File: config.mk
export PLATFORM = sky130hd
export DESIGN_NAME = touch_water_cling_reject_core
export DESIGN_NICKNAME = d
export VERILOG_FILES = /design/src/sv/twcr_pkg.sv /design/src/sv/twcr_div.sv /design/src/sv/touch_water_cling_reject_core.sv
export SDC_FILE = /design/constraint.sdc
export NUM_CORES = 1
export LEC_CHECK = 0
export BUFFER_PORTS_ARGS = -buffer_cell sky130_fd_sc_hd__clkbuf_2
export CORE_MARGIN = 2
export CORE_UTILIZATION = 25
export DETAILED_ROUTE_END_ITERATION = 10
export GPL_TIMING_DRIVEN = 1
export PLACE_DENSITY = 0.38
export SYNTH_ARGS = -nofsm -noshare
export SYNTH_HDL_FRONTEND = slang
export SYNTH_HIERARCHICAL = 1
export SYNTH_SLANG_ARGS = --single-unit
File: constraint.sdc
create_clock -name aclk -period 25.3 [get_ports aclk]
set_input_delay 2.53 -clock aclk [delete_from_list [all_inputs] [get_ports aclk]]
set_output_delay 2.53 -clock aclk [all_outputs]
set_load 0.05 [all_outputs]
File: src/sv/twcr_pkg.sv
// ============================================================================
// twcr_pkg
// Shared widths, reset values, register indexes and field positions for the
// water-cling touch rejection core.
// ============================================================================
package twcr_pkg;

    // Slot count default; the top level exposes it as a parameter.
    localparam int NUM_SLOTS_DEF = 10;

    // Field widths.
    localparam int SLOT_W  = 4;
    localparam int WIDTH_W = 4;
    localparam int PRESS_W = 8;
    localparam int TIME_W  = 32;
    localparam int COUNT_W = 8;
    localparam int RATIO_W = 15;
    localparam int CLEAR_W = 16;

    // Ratio scale and the largest ratio the arithmetic can produce.
    localparam int RATIO_SCALE = 100;
    localparam int RATIO_MAX   = 25500;

    // Radix-4 restoring divider: two quotient bits per cycle.
    localparam int DIV_DIVIDEND_W = 16;
    localparam int DIV_STEPS      = DIV_DIVIDEND_W / 2;
    localparam int DIV_CNT_W      = $clog2(DIV_STEPS);

    // Stream packing.
    localparam int S_TDATA_W = 56;
    localparam int S_TUSER_W = 2;
    localparam int M_TDATA_W = 24;
    localparam int M_TUSER_W = 2;

    // Input tuser bits.
    localparam int SU_COMMAND = 0;
    localparam int SU_FSTART  = 1;

    // Input tdata positions (lowest bit of each field).
    localparam int SD_SLOT  = 0;
    localparam int SD_TOUCH = 4;
    localparam int SD_WAS   = 5;
    localparam int SD_WX    = 6;
    localparam int SD_WY    = 10;
    localparam int SD_PRESS = 14;
    localparam int SD_NOW   = 22;

    // Output tuser bits and tdata positions.
    localparam int MU_RECAL  = 0;
    localparam int MU_IGNORE = 1;
    localparam int MD_COUNT  = 0;
    localparam int MD_RATIO  = 8;

    // Configuration port.
    localparam int CFG_IDX_W  = 3;
    localparam int CFG_DATA_W = 16;

    localparam logic [CFG_IDX_W-1:0] REG_ENABLE      = 3'd0;
    localparam logic [CFG_IDX_W-1:0] REG_RATIO_TH    = 3'd1;
    localparam logic [CFG_IDX_W-1:0] REG_PRESSURE_TH = 3'd2;
    localparam logic [CFG_IDX_W-1:0] REG_COUNT_LIMIT = 3'd3;
    localparam logic [CFG_IDX_W-1:0] REG_CLEAR_TIME  = 3'd4;

    // Register reset values.
    localparam logic               ENABLE_RST      = 1'b1;
    localparam logic [RATIO_W-1:0] RATIO_TH_RST    = 15'd100;
    localparam logic [PRESS_W-1:0] PRESSURE_TH_RST = 8'd20;
    localparam logic [COUNT_W-1:0] COUNT_LIMIT_RST = 8'd5;
    localparam logic [CLEAR_W-1:0] CLEAR_TIME_RST  = 16'd1000;

    localparam logic [COUNT_W-1:0] COUNT_MAX = 8'hFF;

    // One entry of the per-slot state memory.
    typedef struct packed {
        logic [COUNT_W-1:0] count;
        logic [TIME_W-1:0]  touchup;
    } slot_entry_t;

endpackage

File: src/sv/twcr_div.sv
// ============================================================================
// twcr_div
// Restoring divider for the pressure ratio: 16-bit dividend by a nonzero
// 4-bit divisor, two quotient bits per cycle.
// ============================================================================
module twcr_div (
    input  logic                                   aclk,
    input  logic                                   aresetn,
    input  logic                                   start,
    input  logic [twcr_pkg::DIV_DIVIDEND_W-1:0]    dividend,
    input  logic [twcr_pkg::WIDTH_W-1:0]           divisor,
    output logic                                   done,
    output logic [twcr_pkg::RATIO_W-1:0]           quotient
);

    localparam int DW = twcr_pkg::DIV_DIVIDEND_W;
    localparam int WW = twcr_pkg::WIDTH_W;
    localparam logic [twcr_pkg::DIV_CNT_W-1:0] LAST_STEP =
        twcr_pkg::DIV_CNT_W'(twcr_pkg::DIV_STEPS - 1);

    logic                           running_reg;
    logic [twcr_pkg::DIV_CNT_W-1:0] step_reg;
    logic [WW-1:0]                  rem_reg;
    logic [DW-1:0]                  quo_reg;
    logic [WW-1:0]                  divisor_reg;
    logic [WW+DW-1:0]               stage1;
    logic [WW+DW-1:0]               stage2;

    // One restoring step: shift the next dividend bit into the remainder and
    // shift the quotient bit in at the bottom of the same word.
    function automatic logic [WW+DW-1:0] div_step(
        input logic [WW-1:0] rem,
        input logic [DW-1:0] quo,
        input logic [WW-1:0] d
    );
        logic [WW:0]   rw;
        logic [WW:0]   diff;
        logic          ge;
        logic [WW-1:0] nrem;
        rw   = {rem, quo[DW-1]};
        diff = rw - {1'b0, d};
        ge   = (rw >= {1'b0, d});
        nrem = ge ? diff[WW-1:0] : rw[WW-1:0];
        return {nrem, quo[DW-2:0], ge};
    endfunction

    assign stage1 = div_step(rem_reg, quo_reg, divisor_reg);
    assign stage2 = div_step(stage1[WW+DW-1:DW], stage1[DW-1:0], divisor_reg);

    assign done     = running_reg && (step_reg == LAST_STEP);
    assign quotient = quo_reg[twcr_pkg::RATIO_W-1:0];

    always_ff @(posedge aclk) begin
        if (!aresetn) begin
            running_reg <= 1'b0;
            step_reg    <= '0;
        end else if (start) begin
            running_reg <= 1'b1;
            step_reg    <= '0;
        end else if (running_reg) begin
            step_reg <= step_reg + 1'b1;
            if (step_reg == LAST_STEP) begin
                running_reg <= 1'b0;
            end
        end
    end

    always_ff @(posedge aclk) begin
        if (start) begin
            rem_reg     <= '0;
            quo_reg     <= dividend;
            divisor_reg <= divisor;
        end else if (running_reg) begin
            rem_reg <= stage2[WW+DW-1:DW];
            quo_reg <= stage2[DW-1:0];
        end
    end

endmodule

File: src/sv/touch_water_cling_reject_core.sv
// ============================================================================
// touch_water_cling_reject_core
// Water-cling rejection filter for a capacitive touch panel: per-slot miss
// counting with a recalibration request and frame suppression.
// ============================================================================
//
// Channel   Direction  Handshake              Contents
// s_*       in         s_tvalid / s_tready    one finger report or clear command
// m_*       out        m_tvalid / m_tready    one result per input transaction
// cfg_*     in         cfg_valid / cfg_ready  register write (index, data)
//
// A finger report occupies the block until it is judged, so reports are
// accepted only while the sequencer is idle: the acceptance cycle reads the slot
// memory and starts the divider, the radix-4 divider then forms
// pressure*100/width, and the judging cycle judges the report, writes the slot
// back and loads the result register.
// A clear command skips the divider and goes from acceptance straight to judging.
// Reset (aresetn low, synchronous) restores the register defaults, clears the
// per-slot valid bits so every slot reads as zero, and empties the result
// register. No clearing pass is needed.
// When the result register is still full, the judging cycle waits for m_tready.
//
module touch_water_cling_reject_core #(
    parameter int NUM_SLOTS = twcr_pkg::NUM_SLOTS_DEF
) (
    input  logic                               aclk,
    input  logic                               aresetn,

    // Input stream.
    input  logic                               s_tvalid,
    output logic                               s_tready,
    // [3:0] finger_slot, [4] touching, [5] was_touching, [9:6] width_x,
    // [13:10] width_y, [21:14] pressure, [53:22] now_ms, [55:54] zero
    input  logic [twcr_pkg::S_TDATA_W-1:0]     s_tdata,
    // [0] command, [1] frame_start
    input  logic [twcr_pkg::S_TUSER_W-1:0]     s_tuser,

    // Result stream.
    output logic                               m_tvalid,
    input  logic                               m_tready,
    // [7:0] slot_count, [22:8] ratio, [23] zero
    output logic [twcr_pkg::M_TDATA_W-1:0]     m_tdata,
    // [0] recalibrate, [1] ignored
    output logic [twcr_pkg::M_TUSER_W-1:0]     m_tuser,

    // Configuration writes.
    input  logic                               cfg_valid,
    output logic                               cfg_ready,
    input  logic [twcr_pkg::CFG_IDX_W-1:0]     cfg_index,
    input  logic [twcr_pkg::CFG_DATA_W-1:0]    cfg_data
);

    localparam int SLOT_IDX_W = (NUM_SLOTS > 1) ? $clog2(NUM_SLOTS) : 1;
    localparam int SLOT_W     = twcr_pkg::SLOT_W;
    localparam int WIDTH_W    = twcr_pkg::WIDTH_W;
    localparam int PRESS_W    = twcr_pkg::PRESS_W;
    localparam int TIME_W     = twcr_pkg::TIME_W;
    localparam int COUNT_W    = twcr_pkg::COUNT_W;
    localparam int RATIO_W    = twcr_pkg::RATIO_W;
    localparam int CLEAR_W    = twcr_pkg::CLEAR_W;
    localparam int DW         = twcr_pkg::DIV_DIVIDEND_W;

    // Control sequencer. Only one report is in flight, so the memory read at
    // acceptance can never overlap the write-back of an earlier report.
    typedef enum logic [2:0] {
        ST_IDLE = 3'b001,
        ST_DIV  = 3'b010,
        ST_EVAL = 3'b100
    } state_t;

    // Fields of the report in flight.
    typedef struct packed {
        logic                  command;
        logic                  fstart;
        logic                  in_range;
        logic [SLOT_IDX_W-1:0] slot_idx;
        logic                  touching;
        logic                  was_touching;
        logic [PRESS_W-1:0]    pressure;
        logic [TIME_W-1:0]     now_ms;
    } item_t;

    state_t state_reg;
    state_t state_next;

    // Configuration registers.
    logic               enable_reg;
    logic [RATIO_W-1:0] ratio_th_reg;
    logic [PRESS_W-1:0] pressure_th_reg;
    logic [COUNT_W-1:0] count_limit_reg;
    logic [CLEAR_W-1:0] clear_time_reg;

    // Slot memory with one valid bit per entry; an entry that is not valid
    // reads as zero, which lets reset and a trigger clear every slot at once.
    twcr_pkg::slot_entry_t mem [NUM_SLOTS];
    logic [NUM_SLOTS-1:0]  valid_reg;
    twcr_pkg::slot_entry_t rd_entry_reg;
    logic                  rd_valid_reg;

    logic                  frame_supp_reg;
    item_t                 item_reg;

    logic                         m_tvalid_reg;
    logic [twcr_pkg::M_TDATA_W-1:0] m_tdata_reg;
    logic [twcr_pkg::M_TUSER_W-1:0] m_tuser_reg;

    // Input decode.
    logic                  s_accept;
    logic                  s_command;
    logic [SLOT_W-1:0]     s_slot;
    logic [WIDTH_W-1:0]    s_wx;
    logic [WIDTH_W-1:0]    s_wy;
    logic [WIDTH_W-1:0]    s_wmax;
    logic [WIDTH_W-1:0]    s_divisor;
    logic [PRESS_W-1:0]    s_pressure;
    logic                  s_in_range;
    logic [SLOT_IDX_W-1:0] rd_addr;
    logic [DW-1:0]         s_dividend;

    // Divider.
    logic                  div_start;
    logic                  div_done;
    logic [RATIO_W-1:0]    ratio;

    // Judging.
    logic                  out_load;
    logic [COUNT_W-1:0]    cur_count;
    logic [TIME_W-1:0]     cur_time;
    logic [TIME_W-1:0]     age_diff;
    logic                  suspicious;
    logic [COUNT_W-1:0]    count_a;
    logic [COUNT_W-1:0]    count_b;
    logic                  trigger;
    logic                  supp_eff;
    logic                  wr_en;
    twcr_pkg::slot_entry_t wr_entry;
    logic                  clear_all;
    logic                  supp_set;
    logic                  res_recal;
    logic                  res_ignore;
    logic [COUNT_W-1:0]    res_count;
    logic [RATIO_W-1:0]    res_ratio;

    // ------------------------------------------------------------------
    // Input side: take a new transaction only when the sequencer is idle.
    // ------------------------------------------------------------------
    assign s_tready   = (state_reg == ST_IDLE);
    assign s_accept   = s_tvalid && s_tready;
    assign s_command  = s_tuser[twcr_pkg::SU_COMMAND];
    assign s_slot     = s_tdata[twcr_pkg::SD_SLOT +: SLOT_W];
    assign s_wx       = s_tdata[twcr_pkg::SD_WX +: WIDTH_W];
    assign s_wy       = s_tdata[twcr_pkg::SD_WY +: WIDTH_W];
    assign s_pressure = s_tdata[twcr_pkg::SD_PRESS +: PRESS_W];
    assign s_wmax     = (s_wx >= s_wy) ? s_wx : s_wy;
    // A zero width divides by one.
    assign s_divisor  = (s_wmax == '0) ? WIDTH_W'(1) : s_wmax;
    assign s_dividend = DW'(s_pressure) * DW'(twcr_pkg::RATIO_SCALE);
    assign s_in_range = ({1'b0, s_slot} < (SLOT_W + 1)'(NUM_SLOTS));
    assign rd_addr    = s_in_range ? s_slot[SLOT_IDX_W-1:0] : '0;

    // A clear command needs no ratio, so it goes straight to judging.
    assign div_start  = s_accept && !s_command;

    twcr_div u_div (
        .aclk     (aclk),
        .aresetn  (aresetn),
        .start    (div_start),
        .dividend (s_dividend),
        .divisor  (s_divisor),
        .done     (div_done),
        .quotient (ratio)
    );

    always_ff @(posedge aclk) begin
        if (s_accept) begin
            item_reg.command      <= s_command;
            item_reg.fstart       <= s_tuser[twcr_pkg::SU_FSTART];
            item_reg.in_range     <= s_in_range;
            item_reg.slot_idx     <= rd_addr;
            item_reg.touching     <= s_tdata[twcr_pkg::SD_TOUCH];
            item_reg.was_touching <= s_tdata[twcr_pkg::SD_WAS];
            item_reg.pressure     <= s_pressure;
            item_reg.now_ms       <= s_tdata[twcr_pkg::SD_NOW +: TIME_W];
        end
    end

    // ------------------------------------------------------------------
    // Sequencer.
    // ------------------------------------------------------------------
    always_comb begin
        state_next = state_reg;
        unique case (state_reg)
            ST_IDLE: begin
                if (s_accept) begin
                    state_next = s_command ? ST_EVAL : ST_DIV;
                end
            end
            ST_DIV: begin
                if (div_done) begin
                    state_next = ST_EVAL;
                end
            end
            ST_EVAL: begin
                if (out_load) begin
                    state_next = ST_IDLE;
                end
            end
            default: state_next = ST_IDLE;
        endcase
    end

    always_ff @(posedge aclk) begin
        if (!aresetn) begin
            state_reg <= ST_IDLE;
        end else begin
            state_reg <= state_next;
        end
    end

    // ------------------------------------------------------------------
    // Judging: runs in the cycle the result register can take the result.
    // ------------------------------------------------------------------
    assign out_load = (state_reg == ST_EVAL) && (!m_tvalid_reg || m_tready);

    assign cur_count  = rd_valid_reg ? rd_entry_reg.count   : '0;
    assign cur_time   = rd_valid_reg ? rd_entry_reg.touchup : '0;
    // Frame start releases suppression before the report is judged.
    assign supp_eff   = item_reg.fstart ? 1'b0 : frame_supp_reg;
    assign suspicious = (ratio <= ratio_th_reg) || (item_reg.pressure <= pressure_th_reg);
    // Wrapping time compare: the touch-up is old once this difference is negative.
    assign age_diff   = cur_time + TIME_W'(clear_time_reg) - item_reg.now_ms;
    assign count_a    = (!item_reg.was_touching && (cur_count != '0) && age_diff[TIME_W-1])
                        ? '0 : cur_count;
    assign count_b    = !suspicious ? count_a
                      : (count_a == twcr_pkg::COUNT_MAX) ? count_a : count_a + 1'b1;
    assign trigger    = suspicious && (count_b >= count_limit_reg);

    always_comb begin
        wr_en      = 1'b0;
        wr_entry   = '{count: cur_count, touchup: cur_time};
        clear_all  = 1'b0;
        supp_set   = 1'b0;
        res_recal  = 1'b0;
        res_ignore = 1'b0;
        res_count  = '0;
        res_ratio  = ratio;
        if (item_reg.command) begin
            clear_all = 1'b1;
            res_ratio = '0;
        end else if (!item_reg.in_range) begin
            res_count = '0;
        end else if (!enable_reg) begin
            res_count = cur_count;
        end else if (supp_eff) begin
            res_ignore = 1'b1;
            res_count  = cur_count;
        end else if (!item_reg.touching) begin
            res_count = cur_count;
            if (item_reg.was_touching) begin
                // Touch-up: remember when the finger lifted.
                wr_en            = 1'b1;
                wr_entry.touchup = item_reg.now_ms;
            end
        end else if (trigger) begin
            clear_all = 1'b1;
            supp_set  = 1'b1;
            res_recal = 1'b1;
        end else begin
            wr_en          = 1'b1;
            wr_entry.count = count_b;
            res_count      = count_b;
        end
    end

    // ------------------------------------------------------------------
    // Slot memory: read at acceptance, written back in the judging cycle.
    // ------------------------------------------------------------------
    always_ff @(posedge aclk) begin
        if (out_load && wr_en) begin
            mem[item_reg.slot_idx] <= wr_entry;
        end
        if (s_accept) begin
            rd_entry_reg <= mem[rd_addr];
            rd_valid_reg <= valid_reg[rd_addr];
        end
    end

    always_ff @(posedge aclk) begin
        if (!aresetn) begin
            valid_reg <= '0;
        end else if (out_load && clear_all) begin
            valid_reg <= '0;
        end else if (out_load && wr_en) begin
            valid_reg[item_reg.slot_idx] <= 1'b1;
        end
    end

    // Frame suppression; a clear command leaves it as it is.
    always_ff @(posedge aclk) begin
        if (!aresetn) begin
            frame_supp_reg <= 1'b0;
        end else if (out_load && !item_reg.command) begin
            frame_supp_reg <= supp_set || supp_eff;
        end
    end

    // ------------------------------------------------------------------
    // Result register.
    // ------------------------------------------------------------------
    always_ff @(posedge aclk) begin
        if (!aresetn) begin
            m_tvalid_reg <= 1'b0;
        end else if (out_load) begin
            m_tvalid_reg <= 1'b1;
        end else if (m_tready) begin
            m_tvalid_reg <= 1'b0;
        end
    end

    // The ratio sits above the count; the top bit of tdata stays zero.
    always_ff @(posedge aclk) begin
        if (out_load) begin
            m_tdata_reg <= twcr_pkg::M_TDATA_W'({res_ratio, res_count});
            m_tuser_reg <= {res_ignore, res_recal};
        end
    end

    assign m_tvalid = m_tvalid_reg;
    assign m_tdata  = m_tdata_reg;
    assign m_tuser  = m_tuser_reg;

    // ------------------------------------------------------------------
    // Configuration registers; writes to unknown indexes are dropped.
    // ------------------------------------------------------------------
    assign cfg_ready = 1'b1;

    always_ff @(posedge aclk) begin
        if (!aresetn) begin
            enable_reg      <= twcr_pkg::ENABLE_RST;
            ratio_th_reg    <= twcr_pkg::RATIO_TH_RST;
            pressure_th_reg <= twcr_pkg::PRESSURE_TH_RST;
            count_limit_reg <= twcr_pkg::COUNT_LIMIT_RST;
            clear_time_reg  <= twcr_pkg::CLEAR_TIME_RST;
        end else if (cfg_valid && cfg_ready) begin
            unique case (cfg_index)
                twcr_pkg::REG_ENABLE:      enable_reg      <= cfg_data[0];
                twcr_pkg::REG_RATIO_TH:    ratio_th_reg    <= cfg_data[RATIO_W-1:0];
                twcr_pkg::REG_PRESSURE_TH: pressure_th_reg <= cfg_data[PRESS_W-1:0];
                twcr_pkg::REG_COUNT_LIMIT: count_limit_reg <= cfg_data[COUNT_W-1:0];
                twcr_pkg::REG_CLEAR_TIME:  clear_time_reg  <= cfg_data[CLEAR_W-1:0];
                default: ;
            endcase
        end
    end

endmodule

==> results of run 1 <==
## kinds of logic after synthesis
group	Yosys count	synth area share [%]
DFF	606	64.6
AOI/OAI and AO/OA	412	10.2
and+or+nand+nor	401	7.04
buffers and inverters	225	3.46
adders and majority gates	141	7.07
muxes	131	7.13
xor gates and xnor gates	15	0.485
other	2	0.0277
## where the power goes
part	total [uW]	switching, uW	internal, uW
logic	260	160	100
registers	1140	19.8	1120
clock network	1050	433	614
## cells in the mapped netlist (all sizes together), types with 4 or more instances
cell type	count	area share, %
a31oi	6	0.14
xor2	5	0.16
o21bai	5	0.14
o21ai	74	1.4
o22ai	7	0.16
inv	115	1.6
nor2	52	0.72
and2	31	0.73
nor3	12	0.22
dfxtp	71	5.3
nand2	199	2.8
xnor2	10	0.32
o221ai	83	2.7
nor3b	7	0.19
a21boi	40	1.1
edfxtp	535	59
a211oi	9	0.25
clkbuf	74	1.0
a21oi	117	2.2
o21a	19	0.53
mux2i	6	0.22
or3	4	0.092
a21o	10	0.28
nand2b	11	0.25
nand3	25	0.46
nand4	12	0.28
nor4	6	0.16
fa	20	1.5
buf	35	0.83
mux2	84	3.5
nor2b	23	0.53
mux4	41	3.4
o211ai	12	0.33
a211o	6	0.19
ha	121	5.6
## per-layer routing
metal  global-route usage, %  part of all wire (%)  up-vias
met5                       0                 0.015        -
met4                    3.46                   1.9        2
met3                    2.30                   3.3       94
met2                    22.0                    46      260
met1                    18.9                    48     8123
li1                        -                     -     7535
## final cells by class
type	instances	area, sq um
clock buffers	95	2040
clock inverters	40	363
fillers	10843	75700
inverters	116	437
multi-input cells	1105	8740
flip-flops and latches	606	17500
well taps	1403	1760
repair buffers	132	728
## worst reg2reg max path, delay by kind of cell, from the launching register on
family / cells / cell delay (ns)
simple gates: 12 / 3.13
compound gates: 10 / 3.01
fa+ha+maj: 4 / 1.37
buf+inv: 3 / 1.22
flops: 1 / 0.62
## metrics by stage
stage	cell area (sq um)	hold slack (ns)	instances
2_1_floorplan	27100	0.432	1936
6_report	31500	0.463	3497
3_5_place_dp	29100	0.455	3361
3_3_place_gp	29100	0.447	3361
4_1_cts	31500	0.467	3496
5_1_grt	31500	0.485	3497
## path summary, 6_finish.rpt
path | from | to | slack (ns) | depth (start not counted)
setup / recovery | rd_valid_reg$_DFFE_PP_ | mem[5][6]$_DFFE_PP_ | 15.56 | 29
hold / removal | pressure_th_reg[5]$_SDFFE_PN0P_ | pressure_th_reg[5]$_SDFFE_PN0P_ | 0.46 | 2
setup reg to reg | rd_valid_reg$_DFFE_PP_ | mem[5][6]$_DFFE_PP_ | 15.56 | 29
hold reg to reg | pressure_th_reg[5]$_SDFFE_PN0P_ | pressure_th_reg[5]$_SDFFE_PN0P_ | 0.46 | 2
## cells in the final DEF, fill, tap and decap left out, types with 71 or more instances in the layout
master	synthesis	final
a21oi_1	117	117
clkbuf_16	0	79
clkbuf_2	0	105
dfxtp_1	71	71
edfxtp_1	535	535
ha_1	121	121
inv_1	114	114
mux2_2	84	84
nand2_1	199	199
o21ai_0	74	74
o221ai_1	83	83
==> impl_metrics.yaml, run 1 <==
run_status:
  status: "completed"
sta:
  worstMarginPinSlew_ns: 1.30
  fin_ws_ns: 15.56
  fin_crit_ns: 9.74
  finalCritPeriodShare_pct: 38.5
  maxSlewHeadroom_pct: 12.7
  clock.fmax_mhz: 103
  finalHoldViolCount: 0
  grt_setup_unrepaired: "no"
  fin_worst_skew_ns: 0.0325
  finalSetupViolations: 0
  finalSetupTns_ns: 0
  drv_slew: 0
route:
  drtAntennaViolNets: 0
  wl_per_cell_microns: 21.5
  detail_route.vias_per_cell: 4.58
  drtIter0Drc: 1065
  dr_total_vias: 16014
  drc_errors: 0
  dr.pass1.iters: 5
  wl_mm: 75.2
synth:
  synthDistinctLibCells: 69
  ys_seq_area_share_pct: 64.6
  synth-edff-count: 535
  synth_warnings: 6
  netlist_instances: 1933
  avgSynthCellArea_sq_um: 14.0
  ys.flop_type: "edfxtp_1"
  synth_area_sq_um: 27100
  async_reset_ff_share_pct: 0
  synth_seq_cells: 606
die:
  die-area_sq_um: 111000
  die_h_microns: 333
  io_pins: 111
  core_area_sq_um: 107000
  start_util_pct: 25.2
  num_rows: 120
  die_x_microns: 333
critical_path:
  worst_path_largest_cell_delay_ns: 0.68
  cp_common_cell: "nand2_1"
  cp-end-kind: "flop"
  cp_top_family: "simple AND/OR/NAND/NOR gates"
  worstPathArrival_ns: 10.00
  start_kind: "flop"
  cp_max_fo: 32
  slowest_stage: "o31ai_1"
  crit_required_ns: 25.56
  path_buf_inv: 3
  path_class: "reg -> reg"
global_route:
  grt_overflow: 0
  grt_max_degree: 84
  antenna_found_initial: 1
  grt_pass1_vias: 16857
  grt_use_total_pct: 13.6
  grt_pass1_wl_mm: 112
clocking:
  numCtsBuffers: 74
  cts_hold_buf: 0
  cts_resized: 0
  clkTransAtPathRegs_ns: 0.06
  numClockSinks: 606
  post-cts-setup-buffers: 0
  worstSkewPairLatency_ns: 0.64
  clockRootBuffer: "clkbuf_16"
  htree_num_levels: 3
  clk_path_buf_depth: 3
  cts_tree: "yes"
power:
  power_uw: 2450
  ir_worst_vdd_v: 0.0000427
  power.density_nw_per_um2: 77.7
  cellLeakagePower_uw: 0.0110
run:
  cap_viol_max_count: 0
placed_design:
  post-dp-hpwl_mm: 44.3
  pre_cts_ws_ns: 15.33
  place_congestion: 0.792
  port_buffers: 106
hold_path:
  worstHoldPathType: "reg -> reg"
layout:
  diodes: 0
  drive_gt1_share_pct: 18.4
  layout.nets: 2258
  synthToLayoutAreaGrowth_pct: 16.5
  largest_reg_flops: 400
  finish.utilization_pct: 29.4
Power figures use the tool's default switching activity.
==> run 2, diff against run 1 <==
Settings changed: PLACE_DENSITY 0.38 to 0.39.
Clock period 25.3 ns to 8.6 ns, I/O delays scaled along.
==> impl_metrics.yaml, run 2 (synthesis results as in run 1) <==
run_status:
  status: "completed"
critical_path:
  worst_path_largest_cell_delay_ns: 0.57
  cp_max_fo: 17
  slowest_stage: "nor4_1"
  path_class: "reg -> reg"
  cp-end-kind: "flop"
  r2r_slack_ns: 0.66
  start_kind: "flop"
  crit_required_ns: 8.90
  worstPathArrival_ns: 8.24
die:
  core_area_sq_um: 107000
  num_rows: 120
  die-area_sq_um: 111000
  io_pins: 111
  start_util_pct: 25.2
  die_x_microns: 333
  die_h_microns: 333
clocking:
  numClockSinks: 606
  numCtsBuffers: 73
  clkTransAtPathRegs_ns: 0.06
  cts_tree: "yes"
  htree_num_levels: 3
  worstSkewPairLatency_ns: 0.64
  clockRootBuffer: "clkbuf_16"
  clk_path_buf_depth: 3
sta:
  finalSetupTns_ns: 0
  worstMarginPinSlew_ns: 1.34
  maxSlewHeadroom_pct: 9.82
  finalHoldViolCount: 0
  clock.fmax_mhz: 126
  fin_worst_skew_ns: 0.0459
  finalSetupViolations: 0
  finalCritPeriodShare_pct: 92.4
  drv_slew: 0
  grt_setup_unrepaired: "no"
  fin_crit_ns: 7.94
route:
  drtAntennaViolNets: 0
  drc_errors: 0
  dr_total_vias: 16198
  wl_per_cell_microns: 21.1
  wl_mm: 74.1
  dr.pass1.iters: 5
  drtIter0Drc: 975
  detail_route.vias_per_cell: 4.61
layout:
  finish.utilization_pct: 29.7
  final_cell_area_sq_um: 31800
  layout_common_cells: "edfxtp_1 (535), nand2_1 (199), ha_1 (121), a21oi_1 (117), inv_1 (114)"
  synthToLayoutAreaGrowth_pct: 17.5
  fillers: 10801
  drive_gt1_share_pct: 19.3
  layout.nets: 2276
  largest_reg_flops: 400
  final_common_cell: "edfxtp_1"
global_route:
  grt_max_degree: 84
  antenna_found_initial: 0
  use_met3_pct: 2.19
  use_met1_pct: 18.6
  grt.busiest_layer: "met2"
  grt_pass1_wl_mm: 111
  grt_use_total_pct: 13.4
  grt_overflow: 0
  use_met2_pct: 21.8
  grt_pass1_vias: 16881
power:
  power_frac_comb_pct: 10.8
  clock_power_share_pct: 42.5
  cellLeakagePower_uw: 0.0111
  p_seq_share_pct: 46.8
  switching_share_pct: 24.7
  p_sw_uw: 1780
  power.density_nw_per_um2: 226
  power.internal_uw: 5420
  ir_worst_vdd_v: 0.000141
placed_design:
  port_buffers: 106
  place_area_sq_um: 29400
  post-dp-hpwl_mm: 45.3
  place_congestion: 0.814
run:
  cap_viol_max_count: 0
hold_path:
  worstHoldPathType: "in -> reg"
-- run 2: final cells by class --
cell class,instances,area [sq um],share of cell area (%)
antenna,2,5.00,0.0157
inverter,116,437,1.37
clock buffer,102,2040,6.41
multi-input combinational,1105,8760,27.5
tap,1403,1760,5.52
clock inverter,31,325,1.02
timing repair buffer,151,993,3.12
sequential,606,17500,55.0
-- run 2: path summary, 6_finish.rpt --
check                                    start                           end  cells past startpoint
setup / recovery        rd_valid_reg$_DFFE_PP_          mem[6][23]$_DFFE_PP_                     28
hold reg to reg   ratio_th_reg[7]$_SDFFE_PN0P_  ratio_th_reg[7]$_SDFFE_PN0P_                      2
hold / removal                     s_tdata[36]        item_reg[14]$_DFFE_PP_                      1
setup reg to reg        rd_valid_reg$_DFFE_PP_          mem[6][23]$_DFFE_PP_                     28
-- run 2: repair_timing --
item / 4_1_cts / 5_1_grt
gates resized for setup: 1 / 0
setup buffers: 0 / 2
setup endpoints to repair: 3 / 413
hold buffers: 0 / 0
gates cloned: 0 / 0
endpoints found under the hold margin: 0 / 0
-- run 2: power groups by stage --
stage | registers [uW] | clock network (uW) | logic, uW
floorplan | 3400 | 0 | 571
global placement | 3430 | 0 | 766
detailed placement | 3430 | 0 | 779
CTS | 3370 | 3160 | 785
global route | 3370 | 3270 | 874
finish | 3370 | 3060 | 774
-- run 2: per-layer routing --
| layer | share of wire (%) | vias to the layer above |
|---|---|---|
| met5 | 0 | - |
| met3 | 3.4 | 96 |
| met1 | 48 | 8243 |
| li1 | - | 7571 |
| met4 | 2.1 | 0 |
| met2 | 46 | 288 |
-- run 2: critical path: cells and delay by family (launching register included) --
kind | cells | cell delay, ns
and+or+nand+nor | 14 | 3.25
AOI/OAI and AO/OA | 7 | 1.92
adders and majority gates | 4 | 1.27
buffers and inverters | 3 | 0.73
DFF | 1 | 0.41
-- run 2: metrics by stage --
step           setup slack [ns]  total power [uW]  instances  hold WS, ns
2_1_floorplan             0.226              3970       1936        0.432
3_3_place_gp             0.0789              4200       3379        0.446
3_5_place_dp             0.0270              4210       3379        0.454
4_1_cts                  0.0499              7320       3512        0.343
5_1_grt                   0.116              7520       3514        0.363
6_report                  0.657              7200       3516        0.398
